File: src/rtl/core/dsts_pkg.sv
`timescale 1ns / 1ps
// ----------------------------------------------------------------------------
// dsts_pkg
// Types, character codes and unit tables shared by the duration parser.
// ----------------------------------------------------------------------------
package dsts_pkg;

	localparam int SEC_W    = 63;
	localparam int WEIGHT_W = 25;

	// unit index: 0 = Y ... 6 = s, 7 = none / all units taken
	typedef logic [2:0] unit_idx_t;

	localparam unit_idx_t UNIT_NONE = 3'd7;
	localparam unit_idx_t UNIT_DONE = 3'd7;
	localparam unit_idx_t UNIT_Y    = 3'd0;
	localparam unit_idx_t UNIT_MON  = 3'd1;
	localparam unit_idx_t UNIT_W    = 3'd2;
	localparam unit_idx_t UNIT_D    = 3'd3;
	localparam unit_idx_t UNIT_H    = 3'd4;
	localparam unit_idx_t UNIT_MIN  = 3'd5;
	localparam unit_idx_t UNIT_S    = 3'd6;

	localparam logic [7:0] CH_ZERO = 8'h30;
	localparam logic [7:0] CH_NINE = 8'h39;
	localparam logic [7:0] CH_Y    = 8'h59;
	localparam logic [7:0] CH_MON  = 8'h4D;
	localparam logic [7:0] CH_W    = 8'h57;
	localparam logic [7:0] CH_D    = 8'h44;
	localparam logic [7:0] CH_H    = 8'h68;
	localparam logic [7:0] CH_MIN  = 8'h6D;
	localparam logic [7:0] CH_S    = 8'h73;

	// one character request
	typedef struct packed {
		logic [7:0] char_code;
		logic       last_char;
	} char_t;

	// one parse result
	typedef struct packed {
		logic [SEC_W-1:0] seconds;
		logic             parse_error;
	} result_t;

	// work handed from the front to the back
	typedef struct packed {
		logic             has_unit;
		unit_idx_t        unit;
		logic [SEC_W-1:0] pending;
		logic             is_last;
		logic             front_fail;
		logic             plain;
	} evt_t;

	// unit letter decode
	function automatic unit_idx_t unit_of(input logic [7:0] c);
		unit_idx_t u;
		unique case (c)
			CH_Y:    u = UNIT_Y;
			CH_MON:  u = UNIT_MON;
			CH_W:    u = UNIT_W;
			CH_D:    u = UNIT_D;
			CH_H:    u = UNIT_H;
			CH_MIN:  u = UNIT_MIN;
			CH_S:    u = UNIT_S;
			default: u = UNIT_NONE;
		endcase
		return u;
	endfunction

	// seconds per unit
	function automatic logic [WEIGHT_W-1:0] unit_weight(input unit_idx_t u);
		logic [WEIGHT_W-1:0] w;
		unique case (u)
			UNIT_Y:   w = 25'd31556926;
			UNIT_MON: w = 25'd2592000;
			UNIT_W:   w = 25'd604800;
			UNIT_D:   w = 25'd86400;
			UNIT_H:   w = 25'd3600;
			UNIT_MIN: w = 25'd60;
			UNIT_S:   w = 25'd1;
			default:  w = '0;
		endcase
		return w;
	endfunction

endpackage

File: src/rtl/core/duration_string_to_seconds.sv
`timescale 1ns / 1ps
// ----------------------------------------------------------------------------
// duration_string_to_seconds
// Parses a duration string such as "1D2h30m" into seconds.
// ----------------------------------------------------------------------------
// Characters arrive one per request with the final one flagged; one result
// (seconds or parse_error) leaves per string. One character is taken every
// cycle while the event queue has room; after the final character is taken,
// its event passes through the queue, the three-stage weight multiply and
// accumulate in the back end and then the result register. A stalled result
// holds the back end; the front keeps accepting until the queue of
// QUEUE_DEPTH events fills, and only accepted unit letters and final
// characters use a queue entry.
module duration_string_to_seconds
	import dsts_pkg::*;
#(
	parameter int QUEUE_DEPTH = 4
) (
	input  logic    clk,
	input  logic    arst_n,
	input  logic    char_valid,
	output logic    char_ready,
	input  char_t   char_item,
	output logic    res_valid,
	input  logic    res_ready,
	output result_t res_item
);

	logic q_full;
	logic q_push;
	evt_t q_evt;
	logic q_pop;
	logic q_not_empty;
	evt_t q_head;

	// character classification
	dsts_front u_front (
		.clk        (clk),
		.arst_n     (arst_n),
		.char_valid (char_valid),
		.char_ready (char_ready),
		.char_item  (char_item),
		.q_full     (q_full),
		.q_push     (q_push),
		.q_evt      (q_evt)
	);

	// event queue
	dsts_fifo #(
		.DEPTH (QUEUE_DEPTH)
	) u_fifo (
		.clk       (clk),
		.arst_n    (arst_n),
		.push      (q_push),
		.push_evt  (q_evt),
		.full      (q_full),
		.pop       (q_pop),
		.not_empty (q_not_empty),
		.head_evt  (q_head)
	);

	// weighting, accumulation and result
	dsts_back u_back (
		.clk         (clk),
		.arst_n      (arst_n),
		.q_not_empty (q_not_empty),
		.q_head      (q_head),
		.q_pop       (q_pop),
		.res_valid   (res_valid),
		.res_ready   (res_ready),
		.res_item    (res_item)
	);

endmodule

File: src/rtl/core/dsts_front.sv
`timescale 1ns / 1ps
// ----------------------------------------------------------------------------
// dsts_front
// Classifies characters, builds the pending number and checks unit order;
// completed unit groups and end-of-string markers go to the queue.
// ----------------------------------------------------------------------------
module dsts_front
	import dsts_pkg::*;
(
	input  logic   clk,
	input  logic   arst_n,
	input  logic   char_valid,
	output logic   char_ready,
	input  char_t  char_item,
	input  logic   q_full,
	output logic   q_push,
	output evt_t   q_evt
);

	logic [SEC_W-1:0] pend_q;
	logic             seen_q;
	unit_idx_t        next_unit_q;
	logic             fail_q;

	logic             in_fire;
	logic             is_digit;
	logic [3:0]       digit;
	logic [SEC_W+3:0] scaled;
	unit_idx_t        unit;
	logic             fail_now;
	logic             take_digit;
	logic             take_unit;
	logic [SEC_W-1:0] pend_next;
	unit_idx_t        next_unit_next;

	assign char_ready = !q_full;
	assign in_fire    = char_valid && char_ready;

	// digit accumulate: pending * 10 + digit
	always_comb begin
		is_digit = (char_item.char_code >= CH_ZERO) && (char_item.char_code <= CH_NINE);
		digit    = 4'(char_item.char_code - CH_ZERO);
		scaled   = ({4'b0, pend_q} << 3) + ({4'b0, pend_q} << 1) + (SEC_W+4)'(digit);
		unit     = unit_of(char_item.char_code);
	end

	// character classification
	always_comb begin
		fail_now   = 1'b0;
		take_digit = 1'b0;
		take_unit  = 1'b0;
		if (!fail_q) begin
			if (next_unit_q == UNIT_DONE) begin
				fail_now = 1'b1;
			end else if (is_digit) begin
				if (|scaled[SEC_W+3:SEC_W]) begin
					fail_now = 1'b1;
				end else begin
					take_digit = 1'b1;
				end
			end else if (!seen_q || unit == UNIT_NONE || unit < next_unit_q) begin
				fail_now = 1'b1;
			end else begin
				take_unit = 1'b1;
			end
		end
	end

	always_comb begin
		if (take_digit) begin
			pend_next = scaled[SEC_W-1:0];
		end else if (take_unit) begin
			pend_next = '0;
		end else begin
			pend_next = pend_q;
		end
		next_unit_next = take_unit ? unit_idx_t'(unit + 3'd1) : next_unit_q;
	end

	// queue request
	always_comb begin
		q_push           = in_fire && (take_unit || char_item.last_char);
		q_evt.has_unit   = take_unit;
		q_evt.unit       = unit;
		q_evt.pending    = take_unit ? pend_q : pend_next;
		q_evt.is_last    = char_item.last_char;
		q_evt.front_fail = fail_q || fail_now;
		q_evt.plain      = (next_unit_next == UNIT_Y);
	end

	// string state
	always_ff @(posedge clk or negedge arst_n) begin
		if (!arst_n) begin
			pend_q      <= '0;
			seen_q      <= 1'b0;
			next_unit_q <= UNIT_Y;
			fail_q      <= 1'b0;
		end else if (in_fire) begin
			if (char_item.last_char) begin
				pend_q      <= '0;
				seen_q      <= 1'b0;
				next_unit_q <= UNIT_Y;
				fail_q      <= 1'b0;
			end else begin
				pend_q      <= pend_next;
				seen_q      <= take_unit ? 1'b0 : (seen_q || is_digit);
				next_unit_q <= next_unit_next;
				fail_q      <= fail_q || fail_now;
			end
		end
	end

endmodule

File: src/rtl/core/dsts_fifo.sv
`timescale 1ns / 1ps
// ----------------------------------------------------------------------------
// dsts_fifo
// Short queue of parse events between the front and the back.
// ----------------------------------------------------------------------------
module dsts_fifo
	import dsts_pkg::*;
#(
	parameter int DEPTH = 4
) (
	input  logic clk,
	input  logic arst_n,
	input  logic push,
	input  evt_t push_evt,
	output logic full,
	input  logic pop,
	output logic not_empty,
	output evt_t head_evt
);

	localparam int PTR_W = (DEPTH > 1) ? $clog2(DEPTH) : 1;
	localparam int CNT_W = $clog2(DEPTH + 1);

	evt_t             mem_q [DEPTH];
	logic [PTR_W-1:0] wr_ptr_q;
	logic [PTR_W-1:0] rd_ptr_q;
	logic [CNT_W-1:0] count_q;

	logic do_push;
	logic do_pop;

	assign full      = (count_q == CNT_W'(DEPTH));
	assign not_empty = (count_q != '0);
	assign do_push   = push && !full;
	assign do_pop    = pop && not_empty;
	assign head_evt  = mem_q[rd_ptr_q];

	// storage
	always_ff @(posedge clk) begin
		if (do_push) begin
			mem_q[wr_ptr_q] <= push_evt;
		end
	end

	// pointers and fill level
	always_ff @(posedge clk or negedge arst_n) begin
		if (!arst_n) begin
			wr_ptr_q <= '0;
			rd_ptr_q <= '0;
			count_q  <= '0;
		end else begin
			if (do_push) begin
				wr_ptr_q <= (wr_ptr_q == PTR_W'(DEPTH - 1)) ? '0 : PTR_W'(wr_ptr_q + 1'b1);
			end
			if (do_pop) begin
				rd_ptr_q <= (rd_ptr_q == PTR_W'(DEPTH - 1)) ? '0 : PTR_W'(rd_ptr_q + 1'b1);
			end
			if (do_push && !do_pop) begin
				count_q <= CNT_W'(count_q + 1'b1);
			end else if (do_pop && !do_push) begin
				count_q <= CNT_W'(count_q - 1'b1);
			end
		end
	end

endmodule

File: src/rtl/core/dsts_back.sv
`timescale 1ns / 1ps
// ----------------------------------------------------------------------------
// dsts_back
// Weights each unit group, accumulates the total with overflow check and
// produces one result per string.
// ----------------------------------------------------------------------------
module dsts_back
	import dsts_pkg::*;
(
	input  logic    clk,
	input  logic    arst_n,
	input  logic    q_not_empty,
	input  evt_t    q_head,
	output logic    q_pop,
	output logic    res_valid,
	input  logic    res_ready,
	output result_t res_item
);

	localparam int LO_W   = 32;
	localparam int HI_W   = SEC_W - LO_W;
	localparam int PLO_W  = LO_W + WEIGHT_W;
	localparam int PHI_W  = HI_W + WEIGHT_W;
	localparam int PROD_W = SEC_W + WEIGHT_W;

	logic             adv;

	logic             valid_s1;
	evt_t             evt_s1;
	logic             valid_s2;
	evt_t             evt_s2;
	logic [PLO_W-1:0] plo_s2;
	logic [PHI_W-1:0] phi_s2;
	logic             valid_s3;
	evt_t             evt_s3;
	logic [SEC_W-1:0] prod_s3;
	logic             big_s3;

	logic [SEC_W-1:0] total_q;
	logic             ovf_q;
	logic             res_valid_q;
	result_t          res_q;

	logic [WEIGHT_W-1:0] weight;
	logic [PROD_W-1:0]   prod;
	logic [SEC_W:0]      sum;
	logic                ovf_now;
	logic                err;

	// whole back end moves unless the result register is held
	assign adv   = !(res_valid_q && !res_ready);
	assign q_pop = adv && q_not_empty;

	assign weight = unit_weight(evt_s1.unit);
	assign prod   = {phi_s2, LO_W'(0)} + PROD_W'(plo_s2);
	assign sum    = {1'b0, total_q} + {1'b0, prod_s3};
	assign ovf_now = evt_s3.has_unit && (big_s3 || sum[SEC_W]);
	assign err     = evt_s3.front_fail || ovf_q || ovf_now;

	// stage valids
	always_ff @(posedge clk or negedge arst_n) begin
		if (!arst_n) begin
			valid_s1 <= 1'b0;
			valid_s2 <= 1'b0;
			valid_s3 <= 1'b0;
		end else if (adv) begin
			valid_s1 <= q_not_empty;
			valid_s2 <= valid_s1;
			valid_s3 <= valid_s2;
		end
	end

	// s1 load, s2 partial products, s3 product combine
	always_ff @(posedge clk) begin
		if (adv) begin
			evt_s1  <= q_head;
			evt_s2  <= evt_s1;
			plo_s2  <= PLO_W'(evt_s1.pending[LO_W-1:0]) * PLO_W'(weight);
			phi_s2  <= PHI_W'(evt_s1.pending[SEC_W-1:LO_W]) * PHI_W'(weight);
			evt_s3  <= evt_s2;
			prod_s3 <= prod[SEC_W-1:0];
			big_s3  <= |prod[PROD_W-1:SEC_W];
		end
	end

	// running total and overflow flag, cleared at end of string
	always_ff @(posedge clk or negedge arst_n) begin
		if (!arst_n) begin
			total_q <= '0;
			ovf_q   <= 1'b0;
		end else if (adv && valid_s3) begin
			if (evt_s3.is_last) begin
				total_q <= '0;
				ovf_q   <= 1'b0;
			end else if (ovf_now) begin
				ovf_q <= 1'b1;
			end else if (evt_s3.has_unit) begin
				total_q <= sum[SEC_W-1:0];
			end
		end
	end

	// result register
	always_ff @(posedge clk or negedge arst_n) begin
		if (!arst_n) begin
			res_valid_q <= 1'b0;
		end else if (adv) begin
			res_valid_q <= valid_s3 && evt_s3.is_last;
		end
	end

	always_ff @(posedge clk) begin
		if (adv && valid_s3 && evt_s3.is_last) begin
			res_q.parse_error <= err;
			if (err) begin
				res_q.seconds <= '0;
			end else if (evt_s3.plain) begin
				res_q.seconds <= evt_s3.pending;
			end else if (evt_s3.has_unit) begin
				res_q.seconds <= sum[SEC_W-1:0];
			end else begin
				res_q.seconds <= total_q;
			end
		end
	end

	assign res_valid = res_valid_q;
	assign res_item  = res_q;

endmodule

File: config.mk
export PLATFORM = sky130hd
export DESIGN_NAME = duration_string_to_seconds
export DESIGN_NICKNAME = d
export VERILOG_FILES = /design/src/rtl/core/dsts_pkg.sv /design/src/rtl/core/duration_string_to_seconds.sv /design/src/rtl/core/dsts_front.sv /design/src/rtl/core/dsts_fifo.sv /design/src/rtl/core/dsts_back.sv
export SDC_FILE = /design/constraint.sdc
export NUM_CORES = 2
export LEC_CHECK = 0
export BUFFER_PORTS_ARGS = -buffer_cell sky130_fd_sc_hd__buf_2
export CORE_MARGIN = 5
export CORE_UTILIZATION = 45
export CTS_CLUSTER_DIAMETER = 60
export DETAILED_ROUTE_END_ITERATION = 6
export PLACE_DENSITY = 0.58
export SLEW_MARGIN = 15
export SYNTH_ARGS = -nofsm -noshare
export SYNTH_HDL_FRONTEND = slang
export SYNTH_SLANG_ARGS = --single-unit
File: constraint.sdc
create_clock -name clk -period 16.71 [get_ports clk]
set_clock_uncertainty 0.15 [all_clocks]
set_input_delay 3.342 -clock clk [delete_from_list [all_inputs] [get_ports clk]]
set_output_delay 3.342 -clock clk [all_outputs]
set_load 0.05 [all_outputs]
# Word level (Yosys, flattened, before mapping)
# Memory sizes are Yosys's and may differ from the RTL's. A register that Yosys moved wholly into a read port is not among the register bits.
# Index checks and enable logic that the tools add are counted.
# totals
regBits,518
latch_bits,0
ram_bits,280
mem_bits_ro,0
in_bits,13
output_inout_bits,66
n_memories,1
# op_classes
n_addsub,10
mul,2
div_mod_pow,0
magnitude_cmp,3
n_eq_ne,19
n_shift,0
mux,36
bitwise_logic,0
reduce_logical,37
# memory_table
memory,words,width,read_ports,rd_clocked_by_memory_dff,wr,line_no,text
u_fifo.mem_q,4,70,1,1,1,dsts_fifo.sv:24,evt_t mem_q [DEPTH];
# op_table
op,count
two-way mux 63 bit,8
case mux 25 bit (7 select lines),1
adder 88 x 57 -> 88 bit,1
adder 66 x 64 -> 67 bit,1
adder 67 x 4 -> 67 bit,1
adder 63 x 63 -> 64 bit,1
multiplier 32 x 25 -> 57 bit,1
"equality test 8 x 7 -> 1 bit, second input constant",7
multiplier 31 x 25 -> 56 bit,1
OR reduction 25 bit,1
case mux 3 bit (7 select lines),1
two-way mux 1 bit,20
"equality test 3 bit, second input constant",6
logical AND 1 bit,13
two-way mux 3 bit,4
">= comparator 8 x 6 -> 1 bit, second input constant",1
"less-or-equal comparator 8 x 6 -> 1 bit, second input constant",1
logical OR 1 bit,8
logical NOT 1 bit,7
"adder 3 x 1 -> 3 bit, second input constant",2
"equality test 3 x 2 -> 1 bit, second input constant",2
logical NOT 3 bit,2
"adder 2 x 1 -> 2 bit, second input constant",2
"equality test 2 bit, second input constant",2
other kinds (10),13

# Longest topological paths before layout
# depth
ltp_word,16
mapped_depth,33

# Cells and area by module
# Synthesis repeated with hierarchy kept, for this count alone.
# unflattened
cells_unflattened,8117
area_unflattened_um2,87782.9
# by_module_without_submodules
module,instances,cells_each,area_each_um2,seq_area_each_um2
dsts_back,1,6729,68528.2,15064.4
dsts_fifo,1,403,10633.9,8583.2
dsts_front,1,985,8620.8,1701.6

# Worst setup path after synthesis
# Ideal clock, no wire load.
# synth_timing
path_type,input to register
start,input port res_ready
end,register u_back.total_q[56]
setup_time_ps,121
arrival_ps,16981
required_time_ps,16439
setup_slack_ps,-542
path_stages,8
n_path_buf,2
path_cell_list,nand2b_1 clkbuf_1 and2_1 nand2_1 inv_1 a31oi_4 buf_2 a22o_1
# synth_via
elab_chain_len,5
# synth_rtl
element,line_no,text
"start, declared",duration_string_to_seconds.sv:25,"input logic res_ready,"
logical NOT 1 bit,dsts_back.sv:51,assign adv = !(res_valid_q && !res_ready);
logical AND 1 bit,dsts_back.sv:51,
logical NOT 1 bit,dsts_back.sv:51,
logical AND 1 bit,dsts_back.sv:91,end else if (adv && valid_s3) begin
AND reduction 2 bit (no line),-,
"end signal, assigned",dsts_back.sv:98,total_q <= sum[SEC_W-1:0];
"end, declared",dsts_back.sv:39,logic [SEC_W-1:0] total_q;
# No other way between the ends.
# A chain may end at the register's enable or synchronous reset.

# Final worst setup path
# layout_timing
start,"register, netlist name u_back.evt_s1[67]"
end,register u_back.plo_s2[55] (data pin)
# layout_via
elab_chain_len,3
word_cells_on_any_way,9
# layout_rtl
element,line_no,text
equality test 3 bit (tied with other cells),dsts_pkg.sv:75,unique case (u)
case mux 25 bit (7 select lines) (*),dsts_pkg.sv:75,
multiplier 32 x 25 -> 57 bit (*),dsts_back.sv:78,plo_s2 <= PLO_W'(evt_s1.pending[LO_W-1:0]) * PLO_W'(weight);
"end signal, assigned",dsts_back.sv:78,
"end, declared",dsts_back.sv:32,logic [PLO_W-1:0] plo_s2;
# Mark *: on every way between the ends. The rest lies on a longest branch, timed or not.

==> qor.yml <==
fin_crit_sh_pct: 61.62
max_stage_delay_ps: 750
drive_gt1_share_pct: 6.675
num_vias: 56772
cts.path.max_buffers: 3
start_util_pct: 45.26
ys_seq_elements: 868
critPathBufInv: 7
synthFlopType: "edfxtp_1"
clk_pin_slew_ps: 60
setup_viol: 0
synth_area_sq_mm: 0.08715
status: "finished, final reports clean"
drt_wl_total_microns: 233000
hold_depth: 0
rows: 161
cts_setup_buffers: 0
hpwl_microns: 191400
hp-class: "register to register"
tns_ps: 0
ys_seq_area_share_pct: 29.09
grt_pass1_wl_microns: 362100
worstPathArrival_ps: 10600
synth_fa_ha_area_share_pct: 38.68
min_period_ps: 10300
ant_nets: 0
via_per_inst: 5.368
synth_compound_area_share_pct: 8.204
path_class: "register to register"
synth_xor_area_share_pct: 2.603
drtPass1Iterations: 5
place_congestion: 0.9548
clock-root-buffer: "clkbuf_16"
fin_nets: 9924
die_area_sq_mm: 0.2026
worst_pin_slew_ps: 1307
crit_cells: 30
clock-sinks: 868
hold_buffers: 0
grt_pass1_vias: 59619
io_pins: 79
drt-initial-drc-count: 3988
cp-start-kind: "register"
synth_most_common_cell: "inv_1"
grt_antenna_before_repair: 20
synth_top_area_share_pct: 28.25
die_y_microns: 450.1
synth_top_family_by_area: "adder cells"
ys_async_sr_fraction_pct: 16.47
slew_headroom_pct: 12.55
synth.largest_area_cell: "fa_1"
synth_edf_count: 725
fill_cells: 17570
grt_max_degree: 132
clock.fmax_mhz: 97.12
synth_nets: 9927
hold_viol_final: 0
clock_latency_ps: 710
port_buffers: 78
rsz0062_at_grt: "false"
htreeDepth: 3
yosysUniqueCellTypes: 85
cap_violations: 0
maxSlewViolCount: 0
drc: 0
wl_per_cell_microns: 22.03
synth-simple-area-share_pct: 10.40
synthCells: 7958
areaGrowthSynthToFinish_pct: 7.650
synthTopCellsByArea: "fa_1, edfxtp_1, ha_1"
rr_worst_depth: 30
synth_area_per_cell_sq_um: 10.95
grt_usage_pct: 23.17
synth-warning-count: 0
synth.area.mux_share_pct: 3.112
crit_required_ps: 17020
crit_path_end_kind: "register"
critical-path-slowest-cell: "buf_4"
placeableCoreArea_sq_mm: 0.1926
die_x_microns: 450.1
cts_tree: "yes"
cts_resized: 0
cp_top_family: "adder cells"
crit_top_cell: "fa_1"
crit_fanout: 78
numCtsBuffers: 103
grt_overflow: 0
synth_commonest_cells: "inv_1, fa_1, ha_1, edfxtp_1, nand2_1"
-- layout make-up --
class | count | area [sq um] | area share, %
Antenna cell | 5 | 12.51 | 0.01334
Clock buffer | 137 | 2868 | 3.057
Clock inverter | 58 | 666.9 | 0.7108
Inverter | 1572 | 5902 | 6.291
Multi-Input combinational cell | 5273 | 55010 | 58.63
Sequential cell | 868 | 25350 | 27.02
Tap cell | 2526 | 3161 | 3.369
Timing Repair Buffer | 137 | 852.1 | 0.9082
-- path summary, 6_finish.rpt --
check	end	from	slack (ps)
hold / removal	u_back.evt_s3[31]$_DFFE_PN_	u_back.evt_s2[31]$_DFFE_PN_	270
setup reg to reg	u_back.plo_s2[55]$_DFFE_PN_	u_back.evt_s1[67]$_DFFE_PN_	6410
max in group asynchronous	u_fifo.rd_ptr_q[0]$_DFFE_PN0P_	arst_n	12540
min in group asynchronous	u_back.total_q[56]$_DFFE_PN0P_	arst_n	2420
setup / recovery	u_back.plo_s2[55]$_DFFE_PN_	u_back.evt_s1[67]$_DFFE_PN_	6410
hold reg to reg	u_back.evt_s3[31]$_DFFE_PN_	u_back.evt_s2[31]$_DFFE_PN_	270
-- routing by layer --
| metal | track usage [%] | part of all wire [%] |
|---|---|---|
| met4 | 4.868 | 2.0 |
| met3 | 4.003 | 6.3 |
| met5 | 0 | 0 |
| met1 | 34.38 | 47 |
| met2 | 35.95 | 45 |
-- flip-flops by register name, indices dropped and copies added, names as in the netlist, 3 cells and up --
name / flops
u_back.phi_s2: 56
u_back.total_q: 63
u_front.pend_q: 63
u_back.prod_s3: 63
u_fifo.mem_q: 280
u_back.evt_s3: 67
u_back.evt_s1: 70
u_front.next_unit_q: 3
u_back.evt_s2: 67
u_back.plo_s2: 57
u_back.res_item: 64
u_fifo.count_q: 3
-- per-stage QoR --
stage                     cells  setup WS (ps)  hold WS, ps  utilization [%]  instance area [sq um]
after floorplan            7958           5473        250.3                -                  87160
after global placement    10376           6526        250.9            46.88                  90270
after detailed placement  10376           6403        254.5            46.88                  90270
after CTS                 10571           6375        265.1            48.71                  93810
after global routing      10572           5832        272.0            48.71                  93810
final                     10576           6413        266.0            48.72                  93820
-- layout by cell type (no fill, tap or decap), types with 80 or more instances in the layout --
cell / netlist / layout
xor2_1: 94 / 94
nand3_1: 83 / 83
nor2b_1: 84 / 84
clkbuf_16: 0 / 105
fa_1: 1230 / 1230
xnor2_1: 165 / 165
dfrtp_1: 143 / 141
a21o_1: 112 / 112
ha_1: 726 / 726
edfxtp_1: 725 / 725
nor2_1: 365 / 363
nand2_1: 494 / 494
a22o_1: 80 / 80
o21ai_0: 161 / 161
inv_1: 1569 / 1567
a21oi_1: 339 / 335
and2_1: 423 / 419
-- kinds of logic (layout without fill, tap and decap cells) --
kind of cell	Yosys count	in the layout
AO/OA/AOI/OAI	1075	1075
XOR/XNOR	259	259
adder cells (fa/ha/maj)	1956	1956
buffers and inverters	1817	1904
flip-flops	868	868
multiplexers	175	175
other	0	5
AND/OR/NAND/NOR	1808	1808
Power is left out: the tool's default activity adds up to more than one toggle a clock period on the data nets, which glitch-free logic cannot reach.
